--- config.mk ---
export PLATFORM = sky130hd
export DESIGN_NAME = gmds_ctrl
export DESIGN_NICKNAME = d
export VERILOG_FILES = /design/src/rtl/core/gmds_pkg.sv /design/src/rtl/core/gmds_ctrl.sv
export SDC_FILE = /design/constraint.sdc
export NUM_CORES = 1
export LEC_CHECK = 0
export BUFFER_PORTS_ARGS = -buffer_cell sky130_fd_sc_hd__buf_2
export CORE_AREA = 2 2 39 41
export CTS_CLUSTER_DIAMETER = 30
export DETAILED_ROUTE_END_ITERATION = 8
export DIE_AREA = 0 0 41 43
export PLACE_DENSITY = 0.69
export SLEW_MARGIN = 20
export SYNTH_ARGS = -nofsm -noshare
export SYNTH_HDL_FRONTEND = slang
export SYNTH_SLANG_ARGS = --single-unit
--- constraint.sdc ---
create_clock -name clk -period 1.6 [get_ports clk]
set_input_delay 0.16 -clock clk [delete_from_list [all_inputs] [get_ports clk]]
set_output_delay 0.16 -clock clk [all_outputs]
set_load 0.01 [all_outputs]
--- src/rtl/core/gmds_pkg.sv ---
package gmds_pkg;

	// field widths
	localparam int COORD_W = 6;
	localparam int IDX_W   = 12;
	localparam int COUNT_W = 13;

	// request codes
	localparam logic [1:0] REQ_LOAD   = 2'd0;
	localparam logic [1:0] REQ_SEARCH = 2'd1;
	localparam logic [1:0] REQ_READ   = 2'd2;

	// configuration register indexes
	localparam logic REG_GRID_COLS = 1'b0;
	localparam logic REG_GRID_ROWS = 1'b1;

	// grid size after reset
	localparam logic [COORD_W-1:0] GRID_RESET = 6'd3;
	localparam logic [COORD_W-1:0] GRID_MIN   = 6'd3;

	// search start cell
	localparam logic [COORD_W-1:0] START_X = 6'd1;
	localparam logic [COORD_W-1:0] START_Y = 6'd1;

	// neighbor order: down, up, right, left
	localparam logic [1:0] DIR_DOWN  = 2'd0;
	localparam logic [1:0] DIR_UP    = 2'd1;
	localparam logic [1:0] DIR_RIGHT = 2'd2;
	localparam logic [1:0] DIR_LEFT  = 2'd3;

	typedef enum logic [3:0] {
		ST_CLEAR,
		ST_IDLE,
		ST_LOAD,
		ST_READ,
		ST_INIT,
		ST_PROBE,
		ST_CHECK,
		ST_POP,
		ST_POP_WAIT,
		ST_RESULT
	} state_t;

	// controller to datapath
	typedef struct packed {
		logic capture;
		logic clr_step;
		logic load_wr;
		logic rd_path;
		logic init;
		logic probe;
		logic found;
		logic push;
		logic next_dir;
		logic pop;
		logic pop_load;
		logic rsp_load;
	} cmd_t;

	// datapath to controller
	typedef struct packed {
		logic clr_last;
		logic grid_small;
		logic at_goal;
		logic nbr_open;
		logic dir_last;
		logic count_one;
		logic rsp_free;
	} status_t;

endpackage

--- src/rtl/core/gmds_ctrl.sv ---
module gmds_ctrl
	import gmds_pkg::*;
(
	input  logic       clk,
	input  logic       arst_n,
	input  logic       req_valid,
	input  logic [1:0] req_type,
	output logic       req_stall,
	input  status_t    st,
	output cmd_t       cmd
);

	state_t state_q;
	state_t state_d;

	// state register
	always_ff @(posedge clk or negedge arst_n) begin
		if (!arst_n) begin
			state_q <= ST_CLEAR;
		end else begin
			state_q <= state_d;
		end
	end

	// next state
	always_comb begin
		state_d = state_q;
		unique case (state_q)
			ST_CLEAR: begin
				if (st.clr_last) state_d = ST_IDLE;
			end
			ST_IDLE: begin
				if (req_valid) begin
					unique case (req_type)
						REQ_SEARCH: state_d = ST_INIT;
						REQ_READ:   state_d = ST_READ;
						default:    state_d = ST_LOAD;
					endcase
				end
			end
			ST_LOAD: state_d = ST_RESULT;
			ST_READ: state_d = ST_RESULT;
			ST_INIT: begin
				state_d = st.grid_small ? ST_RESULT : ST_PROBE;
			end
			ST_PROBE: begin
				state_d = st.at_goal ? ST_RESULT : ST_CHECK;
			end
			ST_CHECK: begin
				if (st.nbr_open) state_d = ST_PROBE;
				else if (st.dir_last) state_d = ST_POP;
				else state_d = ST_PROBE;
			end
			ST_POP: begin
				state_d = st.count_one ? ST_RESULT : ST_POP_WAIT;
			end
			ST_POP_WAIT: state_d = ST_PROBE;
			ST_RESULT: begin
				if (st.rsp_free) state_d = ST_IDLE;
			end
			default: state_d = ST_CLEAR;
		endcase
	end

	// commands
	always_comb begin
		cmd = '0;
		req_stall = 1'b1;
		unique case (state_q)
			ST_CLEAR: cmd.clr_step = 1'b1;
			ST_IDLE: begin
				req_stall = 1'b0;
				cmd.capture = req_valid;
			end
			ST_LOAD: cmd.load_wr = 1'b1;
			ST_READ: cmd.rd_path = 1'b1;
			ST_INIT: cmd.init = 1'b1;
			ST_PROBE: begin
				cmd.found = st.at_goal;
				cmd.probe = !st.at_goal;
			end
			ST_CHECK: begin
				cmd.push = st.nbr_open;
				cmd.next_dir = !st.nbr_open && !st.dir_last;
			end
			ST_POP: cmd.pop = 1'b1;
			ST_POP_WAIT: cmd.pop_load = 1'b1;
			ST_RESULT: cmd.rsp_load = st.rsp_free;
			default: cmd = '0;
		endcase
	end

endmodule

Yosys cells after proc, flatten, opt, wreduce, memory -nomap -nowiden:

Index checks and enable logic that the tools add are counted.

* $mul: 0
* bitwise gates (word level): 0
* equal/unequal tests: 14
* add/subtract/negate cells: 0
* muxes and demuxes: 21
* $lt $le $gt $ge: 0
* div/mod/pow operators: 0
* shift-type cells: 0
* reductions and logical operators: 7

Operators with widths (count)
* 4-bit one-hot mux with 9 select lines: 1
* 4-bit two-way mux: 5
* 4-bit by 3-bit equality test with 1-bit output, second input constant: 4
* 1-bit two-way mux: 10
* 4-bit by 2-bit equality test with 1-bit output, second input constant: 2
* 4-bit equality test, second input constant: 2
* 2-bit two-way mux: 4
* 2-bit != test, second input constant: 3
* 3-bit one-hot mux with 2 select lines: 1
* 4-bit by 1-bit equality test with 1-bit output, second input constant: 1
* 4-bit zero test: 1
* 1-bit zero test: 3
* 3-bit AND reduction: 1
* 2-bit by 1-bit equality test with 1-bit output, second input constant: 1
* 2-bit equality test, second input constant: 1
* 2-bit OR reduction: 1
* 1-bit logical AND: 1

* bits of input ports: 12
* flip-flop bits (word level): 4
* memory bits (read-only): 0
* memories: 0
* output and inout port bits: 13
* RAM bits: 0
* bits in latches: 0

Logic depth before layout (Yosys ltp):

* depth in word-level cells: 4
* depth in mapped cells: 6

Worst setup path after synthesis:

OpenSTA, ideal clock, no wires.

* path type: reg2reg
* start: reg state_q[3]
* end: reg state_q[1]
* arrival time: 1.285 ns
* clock period less this slack: 1.352 ns
* path slack: 0.248 ns
* required time: 1.533 ns
* stages on the path, launching flop included: 7
* path buffers: 2
* cells stage by stage: dfrtp_1 > buf_6 > nand2b_2 > buf_6 > nor3_2 > a221o_1 > and3_1

* word-level cells in the longest chain between the ends: 3
* elaborated cells between the ends (all ways): 16
* those cells by class: eq/ne (12); mux (1); reduce/logical (3)

RTL lines
* start, declared: line gmds_ctrl.sv:13 `state_t state_q;`
* start signal, assigned: line gmds_ctrl.sv:21 `state_q <= state_d;`
* 4-bit by 2-bit equality test with 1-bit output, or another cell as far along: line gmds_ctrl.sv:28 `unique case (state_q)`
* 2-bit OR reduction (no line) or 2-bit != test (tied branches)
* 4-bit one-hot mux with 9 select lines or 3-bit AND reduction (tied branches)

Parallel ways exist; a longest one is shown, timed or not.
A chain may end at the register's enable or synchronous reset.

==> impl_metrics.tcl <==
set metrics [dict create \
    clk_path_buf_depth 2 \
    yosysSeqAreaShare_pct 19.5 \
    core_region_area_mm2 0.00138 \
    vias 577 \
    firstDrtPassIters 4 \
    fin_nets 108 \
    critPathLaunchType "flip-flop" \
    gp_congestion 0.776 \
    peakVddDrop_v 0.000701 \
    yosysMostFrequentCell "nor3_1" \
    worst_slack_ps 92.0 \
    slew_violations 0 \
    worstPathArrival_ps 1350 \
    syn_inst 69 \
    rsz0062_at_grt "no" \
    io_buffers 24 \
    place_hpwl_um 975 \
    area_growth_syn_to_layout_pct 33.8 \
    synth_fp_nets 81 \
    drtIter0Drc 8 \
    synth-edff-count 0 \
    p_leak_uw 0.000346 \
    initial_core_util_pct 37.2 \
    totalPowerFinal_uw 1180 \
    syn_area_um2 514 \
    yosysTopAreaCellShare_pct 19.5 \
    avgSynthCellArea_um2 7.45 \
    grt-ovfl-total 0 \
    cts.htree.levels 1 \
    period_share_pct 94.2 \
    cp-end-kind "output port" \
    cts-root-buf "clkbuf_4" \
    crit_required_ps 1440 \
    ys_types 31 \
    cts_buffers 3 \
    power_density_mw_per_mm2 1720 \
    die_h_um 43 \
    clock_skew_ps 2.67 \
    p_seq_share_pct 21.0 \
    fp.dieW_um 41 \
    synthArstFlopShare_pct 100 \
    clkLatencyLatePin_ps 240 \
    ys_ff_latch 4 \
    fmax_ghz 0.663 \
    final.setup.tns_ps 0 \
    clk_pin_slew_worst_paths_ps 40 \
    worstPathMaxFanout 12 \
    ios 25 \
    grt.total_usage_pct 15.5 \
    synth_area_leaders "dfrtp_1 (19%), nor3_1 (7.8%), nor2b_1 (6.1%), nand2b_1 (4.9%), buf_6 (4.4%)" \
    grt_pass1_wl_um 1900 \
    netlist_top_cells_count "nor3_1 (8), nor2_1 (6), nor2b_1 (5)" \
    largest_reg_flops 4 \
    regMostFlops "state_q" \
    cellInternalPower_uw 623 \
    post_drt_wl_per_cell_um 11.6 \
    combPwrFrac_pct 68.1 \
    hold_viol 0 \
    r2r_setup_slack_ps 210 \
    grt_pass1_vias 470 \
    ys_warn_count 0 \
    final_layout_size_suffix_gt1_share_pct 42.6 \
    placementRows 14 \
    finalSetupViolations 0 \
    antenna_found_initial 0 \
    p_sw_share_pct 47.4 \
    fillCellCount 151 \
    maxCapViolations 0 \
    max-slew-margin-rel_pct 80.2 \
    dp_slack_ps 242 \
    status "finished clean" \
    hp-class "primary input to asynchronous set/reset pin" \
    drt-total-wl_um 1280 \
    dieArea_mm2 0.00176 \
    min_period_ps 1510 \
    yosys_most_used_dff "dfrtp_1" \
    yosys.area.top_type "dfrtp_1" \
    drc_errors 0 \
    clkPwrFrac_pct 10.9 \
    cts_tree "built" \
    multi_input_area_um2 368 \
    grt_start_max_net_pins 13 \
    drtAntennaViolNets 0 \
    max_slew.worst_pin.slew_ps 293 \
    regArea_um2 103 \
    top_regs "state_q: 4 flops" \
    diodes 0 \
    p_sw_uw 560 \
    cts_sinks 4 \
    crit_type "flip-flop to output port" \
    routed_via_density 5.25 \
]
## layer usage
metal  global-route usage (%)  share of wire [%]  wire [µm]  vias to the layer above
li1                         -                  -          -                      295
met1                     19.7                 42        541                      264
met2                     23.4                 50        637                       16
met3                     3.14                6.3         80                        2
met4                     8.00                1.3         17                        0
met5                        0                  0          0                        -
## per-stage QoR
| step | util (%) | instance area (µm²) | hold slack (ps) | instances |
|---|---|---|---|---|
| finish | 49.7 | 688 | 249 | 110 |
| global route | 49.7 | 688 | 267 | 110 |
| CTS | 48.2 | 667 | 258 | 110 |
| detailed placement | 45.8 | 634 | -29.5 | 106 |
| global placement | 45.8 | 634 | -31.2 | 106 |
| floorplan | - | 514 | -136 | 69 |
## kinds of logic (layout without fill, tap and decap cells)
family          Yosys count  in the layout  share of synthesized area, %
simple gates             39             39                          46.5
compound gates           15             15                          21.4
buf+inv                  11             36                          12.7
flops                     4              4                          19.5
## path summary, 6_finish.rpt
path	start	end	cells after the start
worst max-delay path	state_q[1]	cmd[0]	4
worst min-delay path	arst_n	state_q[3]	2
worst max register to register	state_q[3]	state_q[1]	4
worst min register to register	state_q[1]	state_q[0]	2
max in group asynchronous	arst_n	state_q[2]	2
min in group clk	st[6]	state_q[1]	4
## area by class of cell
class                           count  share of cell area (%)
Inverter                            4                    2.18
Tap cell                           16                    2.91
Timing Repair Buffer               29                    23.3
Sequential cell                     4                    14.9
Multi-Input combinational cell     54                    53.5
Clock buffer                        3                    3.27
## worst max-delay path, stage by stage (launching register included)
cell,delay (ps)
dfrtp_1,440
buf_4,210
nor2b_2,140
and4b_1,190
buf_2,120
## power by group through the flow
stage / Clock, µW / Sequential, µW / Combinational, µW
final: 129 / 248 / 806
after floorplan: 0 / 193 / 644
after global routing: 138 / 259 / 898
after global placement: 0 / 227 / 762
after detailed placement: 0 / 230 / 772
after CTS: 130 / 229 / 777
## layout by cell type, fill, tap and decap left out
cell,instances
buf_2,24
nor3_1,7
nor2_1,6
inv_1,4
nand2b_1,4
nor2b_1,4
a21oi_1,4
buf_4,4
nand2_1,3
o21ai_0,3
clkbuf_4,3
nand2b_4,2
nor3_2,2
and3_1,2
and4b_1,2
dfrtp_2,2
dfrtp_1,2
nor4b_2,1
nor4_1,1
or2_1,1
nor2b_2,1
o211ai_1,1
o22a_1,1
o41ai_2,1
a211o_1,1
nand3_1,1
a21boi_0,1
o22ai_1,1
nor4bb_1,1
nand3b_1,1
o311a_1,1
a221o_1,1
dlygate4sd3_1,1
## timing repair
| action | in CTS | in global routing |
|---|---|---|
| hold buffers | 1 | 0 |
| endpoints found under the hold margin | 4 | 0 |
| setup buffers | 0 | 0 |
| endpoints found under the setup margin | 0 | 5 |
| gates resized for setup | 0 | 6 |
(Power assumes the default switching activity.)
